**config.mk**
```make
export PLATFORM = sky130hd
export DESIGN_NAME = lppu_ctrl
export DESIGN_NICKNAME = d
export VERILOG_FILES = /design/src/rtl/lppu_pkg.sv /design/src/rtl/lppu_ctrl.sv
export SDC_FILE = /design/constraint.sdc
export NUM_CORES = 1
export LEC_CHECK = 0
export BUFFER_PORTS_ARGS = -buffer_cell sky130_fd_sc_hd__buf_2
export CORE_ASPECT_RATIO = 1.2
export CORE_UTILIZATION = 51
export CTS_BUF_LIST = sky130_fd_sc_hd__clkbuf_4 sky130_fd_sc_hd__clkbuf_8
export DETAILED_ROUTE_END_ITERATION = 8
export GPL_TIMING_DRIVEN = 0
export PLACE_DENSITY = 0.78
export SETUP_SLACK_MARGIN = 0.4
export SLEW_MARGIN = 20
export SYNTH_ARGS = -nofsm -noshare
export SYNTH_HDL_FRONTEND = slang
export SYNTH_SLANG_ARGS = --single-unit
export TNS_END_PERCENT = 20
```
**constraint.sdc**
```tcl
create_clock -name clk -period 1.8 [get_ports clk]
set_clock_uncertainty 0.1 [all_clocks]
set_input_delay 0.18 -clock clk [delete_from_list [all_inputs] [get_ports clk]]
set_output_delay 0.18 -clock clk [all_outputs]
set_load 0.01 [all_outputs]
```
**src/rtl/lppu_pkg.sv**
```systemverilog
// Shared types, constants and tables for the lidar point projection unit.
`default_nettype none
package lppu_pkg;

  localparam int ROT_FRAC     = 14;
  localparam int PIX_FRAC     = 4;
  localparam int MIN_DEPTH_MM = 1;

  localparam int CORDIC_STEPS = 16;
  localparam int STEP_W       = $clog2(CORDIC_STEPS);
  localparam int TRIG_W       = 34;                 // Q2.30 with headroom
  localparam int ANG_W        = 33;                 // residual angle, 2^32 per turn
  localparam int PNT_W        = 26;                 // scan-plane point, Q.8 mm
  localparam int CAM_W        = 45;                 // camera coordinate
  localparam int NUM_W        = CAM_W + 17;         // numerator magnitude
  localparam int CNT_W        = $clog2(NUM_W);
  localparam int CFG_IDX_W    = 3;
  localparam int CFG_DATA_W   = 48;

  localparam logic signed [TRIG_W-1:0] CORDIC_GAIN_START = TRIG_W'(34'sd652032874);

  typedef enum logic [CFG_IDX_W-1:0] {
    REG_ROW_X       = 3'd0,
    REG_ROW_Y       = 3'd1,
    REG_ROW_Z       = 3'd2,
    REG_FOCAL       = 3'd3,
    REG_PRINCIPAL   = 3'd4,
    REG_SCAN_ANGLES = 3'd5,
    REG_IMAGE_SIZE  = 3'd6
  } reg_idx_t;

  typedef enum logic [1:0] {
    ST_INSIDE  = 2'd0,
    ST_INVALID = 2'd1,
    ST_BEHIND  = 2'd2,
    ST_OUTSIDE = 2'd3
  } status_t;

  typedef struct packed {
    logic              accept;
    logic              cordic_step;
    logic [STEP_W-1:0] step_idx;
    logic              point_mul;
    logic              cam_row_en;
    logic [1:0]        cam_row;
    logic              num_load;
    logic              div_step;
    logic              div_finish;
    logic              axis;
    logic              result_load;
  } lppu_cmd_t;

  typedef struct packed {
    logic range_ok;
    logic behind;
    logic out_free;
  } lppu_sts_t;

  function automatic logic signed [ANG_W-1:0] atan_turn(input logic [STEP_W-1:0] i);
    logic signed [ANG_W-1:0] a;
    begin
      case (i)
        4'd0:    a = 33'sh020000000;
        4'd1:    a = 33'sh012E4051E;
        4'd2:    a = 33'sh009FB385B;
        4'd3:    a = 33'sh0051111D4;
        4'd4:    a = 33'sh0028B0D43;
        4'd5:    a = 33'sh00145D7E1;
        4'd6:    a = 33'sh000A2F61E;
        4'd7:    a = 33'sh000517C55;
        4'd8:    a = 33'sh00028BE53;
        4'd9:    a = 33'sh000145F2F;
        4'd10:   a = 33'sh0000A2F98;
        4'd11:   a = 33'sh0000517CC;
        4'd12:   a = 33'sh000028BE6;
        4'd13:   a = 33'sh0000145F3;
        4'd14:   a = 33'sh00000A2FA;
        default: a = 33'sh00000517D;
      endcase
      return a;
    end
  endfunction

endpackage
`default_nettype wire

```
**src/rtl/lppu_ctrl.sv**
```systemverilog
// Sequencer for the projection datapath: CORDIC, transform, two divisions, result.
`default_nettype none
module lppu_ctrl (
  input  wire                    clk,
  input  wire                    rst,
  input  wire                    in_valid,
  output logic                   in_ready,
  input  lppu_pkg::lppu_sts_t    sts,
  output lppu_pkg::lppu_cmd_t    cmd
);
  import lppu_pkg::*;

  typedef enum logic [8:0] {
    S_IDLE   = 9'b000000001,
    S_CORDIC = 9'b000000010,
    S_POINT  = 9'b000000100,
    S_CAM    = 9'b000001000,
    S_DEPTH  = 9'b000010000,
    S_NUM    = 9'b000100000,
    S_DIV    = 9'b001000000,
    S_FIN    = 9'b010000000,
    S_DONE   = 9'b100000000
  } state_t;

  state_t           state, state_next;
  logic [CNT_W-1:0] cnt, cnt_next;
  logic             axis, axis_next;

  assign in_ready = (state == S_IDLE);

  always_comb begin
    state_next = state;
    cnt_next   = cnt;
    axis_next  = axis;
    cmd        = '0;
    cmd.step_idx = cnt[STEP_W-1:0];
    cmd.cam_row  = cnt[1:0];
    cmd.axis     = axis;
    unique case (state)
      S_IDLE: begin
        if (in_valid) begin
          cmd.accept = 1'b1;
          cnt_next   = '0;
          state_next = S_CORDIC;
        end
      end
      S_CORDIC: begin
        if (!sts.range_ok) begin
          state_next = S_DONE;
        end else begin
          cmd.cordic_step = 1'b1;
          cnt_next = cnt + 1'b1;
          if (cnt == CNT_W'(CORDIC_STEPS - 1)) state_next = S_POINT;
        end
      end
      S_POINT: begin
        cmd.point_mul = 1'b1;
        cnt_next      = '0;
        state_next    = S_CAM;
      end
      S_CAM: begin
        cmd.cam_row_en = 1'b1;
        cnt_next = cnt + 1'b1;
        if (cnt == CNT_W'(2)) state_next = S_DEPTH;
      end
      S_DEPTH: begin
        axis_next  = 1'b0;
        state_next = sts.behind ? S_DONE : S_NUM;
      end
      S_NUM: begin
        cmd.num_load = 1'b1;
        cnt_next     = '0;
        state_next   = S_DIV;
      end
      S_DIV: begin
        cmd.div_step = 1'b1;
        cnt_next = cnt + 1'b1;
        if (cnt == CNT_W'(NUM_W - 1)) state_next = S_FIN;
      end
      S_FIN: begin
        cmd.div_finish = 1'b1;
        if (!axis) begin
          axis_next  = 1'b1;
          state_next = S_NUM;
        end else begin
          state_next = S_DONE;
        end
      end
      S_DONE: begin
        if (sts.out_free) begin
          cmd.result_load = 1'b1;
          state_next      = S_IDLE;
        end
      end
      default: state_next = S_IDLE;
    endcase
  end

  always_ff @(posedge clk) begin
    if (rst) begin
      state <= S_IDLE;
      cnt   <= '0;
      axis  <= 1'b0;
    end else begin
      state <= state_next;
      cnt   <= cnt_next;
      axis  <= axis_next;
    end
  end

endmodule
`default_nettype wire

```
# After elaboration in Yosys (flattened, before gate mapping)
# Index checks and enable logic that the tools add are counted.
[word_totals]
ff_bits = 16
[classes]
n_reduce_logical = 6
muxes = 24
addsub = 1
n_eq_ne = 18
[ops]
columns = ["operator", "count"]
rows = [
  ["9-bit case mux with 9 select lines", 1],
  ["9-bit 2-to-1 mux", 8],
  ["6-bit case mux with 4 select lines", 1],
  ["6-bit 2-to-1 mux", 2],
  ["1-bit 2-to-1 mux", 11],
  ["2-bit != test (second input constant)", 5],
  ["9-bit by 1-bit == test with 1-bit output (second input constant)", 1],
  ["9-bit by 2-bit == test with 1-bit output (second input constant)", 1],
  ["9-bit by 3-bit == test with 1-bit output (second input constant)", 1],
  ["9-bit by 4-bit == test with 1-bit output (second input constant)", 1],
  ["9-bit by 5-bit == test with 1-bit output (second input constant)", 1],
  ["9-bit by 6-bit == test with 1-bit output (second input constant)", 1],
  ["9-bit by 7-bit == test with 1-bit output (second input constant)", 1],
  ["9-bit by 8-bit == test with 1-bit output (second input constant)", 1],
  ["9-bit == test (second input constant)", 1],
  ["6-bit by 1-bit adder with 6-bit output (second input constant)", 1],
  ["6-bit by 2-bit == test with 1-bit output (second input constant)", 1],
  ["6-bit by 4-bit == test with 1-bit output (second input constant)", 1],
  ["6-bit == test (second input constant)", 1],
  ["5-bit AND reduction", 1],
  ["4-bit nonzero test", 1],
  ["2-bit OR reduction", 2],
  ["3-bit != test (second input constant)", 1],
  ["3-bit AND reduction", 1],
  ["2 further kinds", 2],
]

# Logic depth before layout (Yosys ltp)
# Gate-level depths: netlist of run 1.
[depth]
word_depth = 4
mapped_depth = 7
mapped_depth_nobuf = 7

# Least setup slack after synthesis of run 1
# Ideal clock, no wire load.
[synth_timing]
path_type = "flip-flop to flip-flop"
start = "register state[4]"
end = "register state[7]"
arrival_time_ns = 1.609
required_time_ns = 1.584
synth_period_minus_slack_ns = 1.825
path_stages_with_launch = 7
slack_ns = -0.025
cell_sequence = "dfxtp_1 buf_6 or4_4 or4_4 nor2_2 a2111o_1 nor2_1"
[synth_via]
elab_chain_len = 3
word_cells_on_any_way = 16
[synth_rtl]
columns = ["item", "line", "rtl"]
rows = [
  ["start: declaration", "lppu_ctrl.sv:25", "state_t state, state_next;"],
  ["start signal: assignment", "lppu_ctrl.sv:105", "state <= state_next;"],
  ["9-bit by 2-bit == test with 1-bit output, or another cell as far along", "lppu_ctrl.sv:39", "unique case (state)"],
  ["3-bit != test (no source line) or 2-bit != test (tied branches)", "--", ""],
  ["5-bit AND reduction (no source line)", "--", ""],
]
# Several ways; a longest one is shown, not always the timed one.
# A chain may end at the register's enable or synchronous reset.

==> flow_metrics.tcl, run 1 <==
set metrics [dict create \
    core_um2 2070 \
    cts-root-buf "clkbuf_4" \
    use_met3 0.0307 \
    nFillCells 169 \
    setup_ws_ns -0.308 \
    post-route-period-util 1.17 \
    ant_nets 0 \
    synth_mux_area_frac 0 \
    drtIter0Drc 44 \
    ys_types 43 \
    gp_congestion 0.898 \
    synth_top_family_by_area "simple AND/OR/NAND/NOR gates" \
    std_cell_rows 18 \
    htreeDepth 1 \
    required_ns 1.52 \
    grt_pass1_wl_um 4420 \
    syn2layout_area_growth_pct 36.5 \
    viasPerCell 5.80 \
    cts_tree "done" \
    start_kind "flip-flop" \
    drt_first_pass_iters 4 \
    die-area_um2 2390 \
    worst_pin_slew_ns 0.527 \
    drv_slew 0 \
    stdcell_area_um2 1530 \
    fin_util 0.739 \
    final_cells 209 \
    ioPinCount 22 \
    grt-busiest-layer "met2" \
    slowest_stage "or4_4" \
    drc 0 \
    fmax_ghz 0.474 \
    routed_wl_um 3170 \
    grt_use_met1 0.288 \
    numPortBuffers 21 \
    dp_cells 195 \
    cts.path.max_buffers 2 \
    clk_pin_slew_worst_paths_ns 0.10 \
    yosysTopAreaCell "dfxtp_1" \
    synth.area.top_cells "dfxtp_1 29%, buf_4 6.0%, nor2_1 3.7%" \
    synth_cells 144 \
    grt_pass1_vias 982 \
    critPathArrivalTime_ns 1.83 \
    use_met2 0.495 \
    yosys_register_bits 16 \
    synth_compound_area_frac 0.188 \
    powerDensity_nw_per_um2 533 \
    vias 1212 \
    drive_gt1_frac 0.458 \
    synthAdderAreaFrac 0.0334 \
    clk-insertion-delay-late_ns 0.30 \
    die_h_um 53.4 \
    place_area_um2 1290 \
    avgSynthCellArea_um2 7.79 \
    grt_start_max_net_pins 11 \
    p_leak_nw 0.720 \
    cts_buffers 3 \
    synthSimpleGateAreaFrac 0.337 \
    async_reset_ff_frac 0 \
    antenna_cells 0 \
    nets 189 \
    outcome "finished, violations left" \
    die_x_um 44.8 \
    synth_nets 153 \
    clock_sinks 16 \
    syn_area_um2 1120 \
    critPathKind "flip-flop to output port" \
    start_util 0.542 \
    ys.flop_type "dfxtp_1" \
    synth_edf_count 0 \
    crit_path_max_fanout 7 \
    synth_seq_area_share 0.285 \
    rsz0062_at_grt "yes" \
    grtUsageTotal 0.270 \
    antenna_found_initial 0 \
    ir_drop_mv 0.492 \
    relSlewSlack 0.649 \
    hpwl_um 2070 \
    violations "setup timing" \
    yosys_warnings 0 \
    hp-class "input pin to flip-flop" \
    power.total_mw 0.816 \
    worstSetupEndpointType "output port" \
    max_stage_delay_ns 0.54 \
    period_needed_ns 2.11 \
    path_cells "buf_6 > or3_4 > or4_4 > inv_1 > buf_2" \
    final_hold_viol_count 0 \
    hold_ws_ns 0.0401 \
    synth_xor_xnor_area_share 0.0234 \
    drv_cap 0 \
    globalRouteOverflowTotal 0 \
    routed_wire_length_per_instance_um 15.2 \
    cts_hold_buf 0 \
    setup_viol 20 \
    synth_top_area_frac 0.285 \
]
==> path summary, 6_finish.rpt <==
kind / start / endpoint / slack (ns) / depth (start not counted)
max: state[7] / cmd[13] / -0.31 / 5
max reg2reg: state[0] / cnt[2] / -0.22 / 8
min: rst / state[0] / 0.04 / 3
min reg2reg: axis / axis / 0.44 / 2
==> Yosys cell counts (2+ instances only) <==
cell / instances
dfxtp_1: 16
xor2_1: 2
or4_4: 2
or3_1: 2
a21oi_1: 4
nand2_1: 9
clkbuf_1: 2
a22o_1: 4
nand3_1: 8
or3b_2: 2
ha_1: 3
and3_1: 2
nor2b_1: 4
nor2_1: 11
o2111ai_1: 2
inv_1: 10
nor3b_1: 2
o21ai_0: 5
buf_2: 5
o21ba_2: 2
nor4_1: 6
buf_4: 9
nand4_1: 2
or4_1: 2
nor2_2: 2
a21o_1: 2
nor3_1: 8
==> flip-flops by register name, indices dropped and copies added (netlist names) <==
name / count
cnt: 6
axis: 1
state: 9
==> metrics by stage <==
| step | worst slack [ns] | setup TNS [ns] |
|---|---|---|
| finish | -0.308 | -3.22 |
| global route | -0.360 | -4.77 |
| CTS | -0.326 | -3.23 |
| detailed placement | -0.209 | -1.49 |
| global placement | -0.181 | -1.14 |
| floorplan | 0.0770 | 0 |
==> logic make-up (layout without fill, tap and decap cells) <==
| logic type | Yosys count | in the layout |
|---|---|---|
| AOI/OAI and AO/OA | 28 | 28 |
| DFF | 16 | 16 |
| xor gates and xnor gates | 3 | 3 |
| and+or+nand+nor | 67 | 67 |
| buffers and inverters | 27 | 62 |
| adders and majority gates | 3 | 3 |
==> cells in the final DEF (no fill, tap or decap), types with 2 or more instances in the layout <==
| cell | synthesis | layout |
|---|---|---|
| buf_2 | 5 | 21 |
| buf_4 | 9 | 17 |
| dfxtp_1 | 16 | 12 |
| nor2_1 | 11 | 11 |
| inv_1 | 10 | 9 |
| nand2_1 | 9 | 9 |
| buf_6 | 1 | 8 |
| nand3_1 | 8 | 7 |
| nor3_1 | 8 | 6 |
| nor2b_1 | 4 | 4 |
| o21ai_0 | 5 | 4 |
| a22o_1 | 4 | 4 |
| or4_4 | 2 | 3 |
| nor3_2 | 1 | 3 |
| nor4_4 | 0 | 3 |
| nor4_1 | 6 | 3 |
| a21oi_2 | 0 | 3 |
| ha_1 | 3 | 3 |
| clkbuf_4 | 0 | 3 |
| dfxtp_2 | 0 | 3 |
| nand4_1 | 2 | 2 |
| and3_1 | 2 | 2 |
| xor2_1 | 2 | 2 |
| or3b_4 | 0 | 2 |
| a21o_1 | 2 | 2 |
| nor2_2 | 2 | 2 |
| o21ba_2 | 2 | 2 |
==> report_power, final <==
group	internal (mW)	switching, mW	total [mW]
combinational	0.102	0.101	0.203
clock	0.124	0.125	0.249
sequential	0.359	0.00481	0.364
==> what timing repair did <==
| action | in CTS | in global routing |
|---|---|---|
| gates resized for setup | 22 | 9 |
| setup endpoints to repair | 25 | 27 |
| pin swaps | 8 | 6 |
| gates cloned | 0 | 0 |
| setup buffers | 8 | 2 |
==> routing by layer <==
metal	part of all wire	vias to the layer above
met5	0	-
met4	0.037	0
li1	-	581
met1	0.37	572
met2	0.54	47
met3	0.047	12
==> critical path, delay by kind of cell, from the launching register on <==
kind                   cells  cell delay [ns]
DFF                        1             0.32
and+or+nand+nor            2             0.88
buffers and inverters      3             0.32
==> final cells by class <==
type                    instances  area (µm²)  area share
inverters                      10        37.5      0.0245
repair buffers                 31         194       0.127
multi-input cells             101         761       0.497
plain buffers                  17         138      0.0899
flip-flops and latches         16         328       0.214
clock buffers                   4        36.3      0.0237
well taps                      30        37.5      0.0245
Power figures use the tool's default switching activity.
==> run 2: changes to the inputs <==
--- a/config.mk
+++ b/config.mk
@@ -12,6 +12,7 @@
 export DETAILED_ROUTE_END_ITERATION = 8
 export GPL_TIMING_DRIVEN = 0
 export PLACE_DENSITY = 0.78
+export REMOVE_ABC_BUFFERS = 1
 export SETUP_SLACK_MARGIN = 0.4
 export SLEW_MARGIN = 20
 export SYNTH_ARGS = -nofsm -noshare
==> flow_metrics.tcl, run 2 (synthesis results as in run 1) <==
set metrics [dict create \
    outcome "finished, violations left" \
    violations "setup timing" \
    crit_path_max_fanout 8 \
    worstSetupEndpointType "output port" \
    htreeDepth 1 \
    die_h_um 53.4 \
    clock_sinks 16 \
    std_cell_rows 18 \
    cts-root-buf "clkbuf_4" \
    hp-class "input pin to flip-flop" \
    cts_buffers 3 \
    path_cells "or3_4 > or4_4 > inv_2 > buf_6" \
    die-area_um2 2390 \
    critPathKind "flip-flop to output port" \
    post-route-period-util 1.14 \
    min-delay-start "sts[1]" \
    vias 1138 \
    antenna_found_initial 0 \
    worstHoldEndpoint "state[5]" \
    required_ns 1.52 \
    min_path_cells 3 \
    drt_first_pass_iters 6 \
    drv_slew 0 \
    crit_buf_inv 2 \
    grt_start_max_net_pins 13 \
    mostFrequentLayoutCells "20 x buf_2, 13 x buf_4, 11 x nor2_1" \
    ioPinCount 22 \
    setup_viol 17 \
    slowest_stage "or4_4" \
    hpwl_um 1810 \
    cts.path.max_buffers 2 \
    rrSetupSlack_ns -0.19 \
    dp_cells 178 \
    ant_nets 0 \
    multi_input_area_um2 731 \
    p_leak_nw 0.627 \
    gp_congestion 0.828 \
    antenna_cells 0 \
    relSlewSlack 0.755 \
    clk_pin_slew_worst_paths_ns 0.09 \
    final_cells 194 \
    stdcell_area_um2 1380 \
    setup_ws_ns -0.256 \
    viasPerCell 5.87 \
    drv_cap 0 \
    ir_drop_mv 0.398 \
    globalRouteOverflowTotal 0 \
    r2r_start "state[6]" \
    rsz0062_at_grt "yes" \
    top_regs "state: 9 flops, cnt: 6 flops, axis: 1 flops" \
    grt_pass1_wl_um 4420 \
    r2r_cells 6 \
    numPortBuffers 21 \
    nets 175 \
    die_x_um 44.8 \
    regMostFlops "state" \
    worstReg2RegEnd "state[7]" \
    cp_top_family "simple AND/OR/NAND/NOR gates" \
    period_needed_ns 2.06 \
    grt_pass1_vias 997 \
    max_stage_delay_ns 0.53 \
    core_um2 2070 \
    powerDensity_nw_per_um2 517 \
    start_util 0.542 \
    clk-insertion-delay-late_ns 0.29 \
    drc 0 \
    start_kind "flip-flop" \
    drtIter0Drc 26 \
    nFillCells 189 \
    final_hold_viol_count 0 \
    largest_reg_flops 9 \
    routed_wl_um 2910 \
    place_area_um2 1150 \
    grtUsageTotal 0.260 \
    worst_pin_slew_ns 0.365 \
    fmax_ghz 0.486 \
    critPathArrivalTime_ns 1.78 \
    final_common_cell "buf_2" \
    routed_wire_length_per_instance_um 15.0 \
    drive_gt1_frac 0.402 \
    syn2layout_area_growth_pct 23.0 \
    regArea_um2 343 \
    cts_tree "done" \
]
-- run 2: through the flow --
step	total power [mW]	setup TNS, ns	setup WS (ns)	utilization	hold WS (ns)
2_1_floorplan	0.462	-0.236	-0.113	-	0.149
3_3_place_gp	0.495	-1.31	-0.260	0.557	0.361
3_5_place_dp	0.499	-1.52	-0.278	0.557	0.367
4_1_cts	0.694	-2.64	-0.254	0.621	0.0507
5_1_grt	0.743	-3.56	-0.294	0.666	0.0698
6_report	0.713	-2.16	-0.256	0.666	0.0403
-- run 2: repair_timing --
item,in CTS,in global routing
hold buffers,0,0
buffers inserted,8,5
pin swaps,4,5
gates resized for setup,18,11
setup endpoints to repair,24,25
-- run 2: tightest hold or removal path: stages --
cell	delay, ns
buf_2	0.09
o22a_1	0.11
nor2_1	0.03
-- run 2: per-layer routing --
layer	part of all wire	up-vias	global-route usage
met1	0.37	529	0.290
li1	-	555	-
met2	0.53	43	0.451
met4	0.040	0	0.167
met3	0.056	11	0.0375
met5	0	-	0
-- run 2: cell type report --
cell class / instances / share of cell area
multi-input cells: 101 / 0.529
inverters: 10 / 0.0272
clock buffers: 3 / 0.0163
repair buffers: 34 / 0.151
well taps: 30 / 0.0272
flip-flops and latches: 16 / 0.248
-- run 2: worst max path at each step --
stage / start / to / slack (ns) / cells after the start
2_1_floorplan: state[5] / state[7] / -0.11 / 5
3_3_place_gp: state[5] / state[7] / -0.26 / 5
3_5_place_dp: state[5] / state[7] / -0.28 / 5
4_1_cts: state[2] / cmd[13] / -0.25 / 4
5_1_grt: state[5] / cmd[14] / -0.29 / 5
6_report: state[6] / cmd[13] / -0.26 / 4
-- run 2: power breakdown --
group | switching (mW) | internal, mW | total [mW]
Combinational | 0.0750 | 0.0716 | 0.147
Sequential | 0.0217 | 0.355 | 0.377
Clock | 0.112 | 0.0780 | 0.190
Total | 0.209 | 0.505 | 0.713
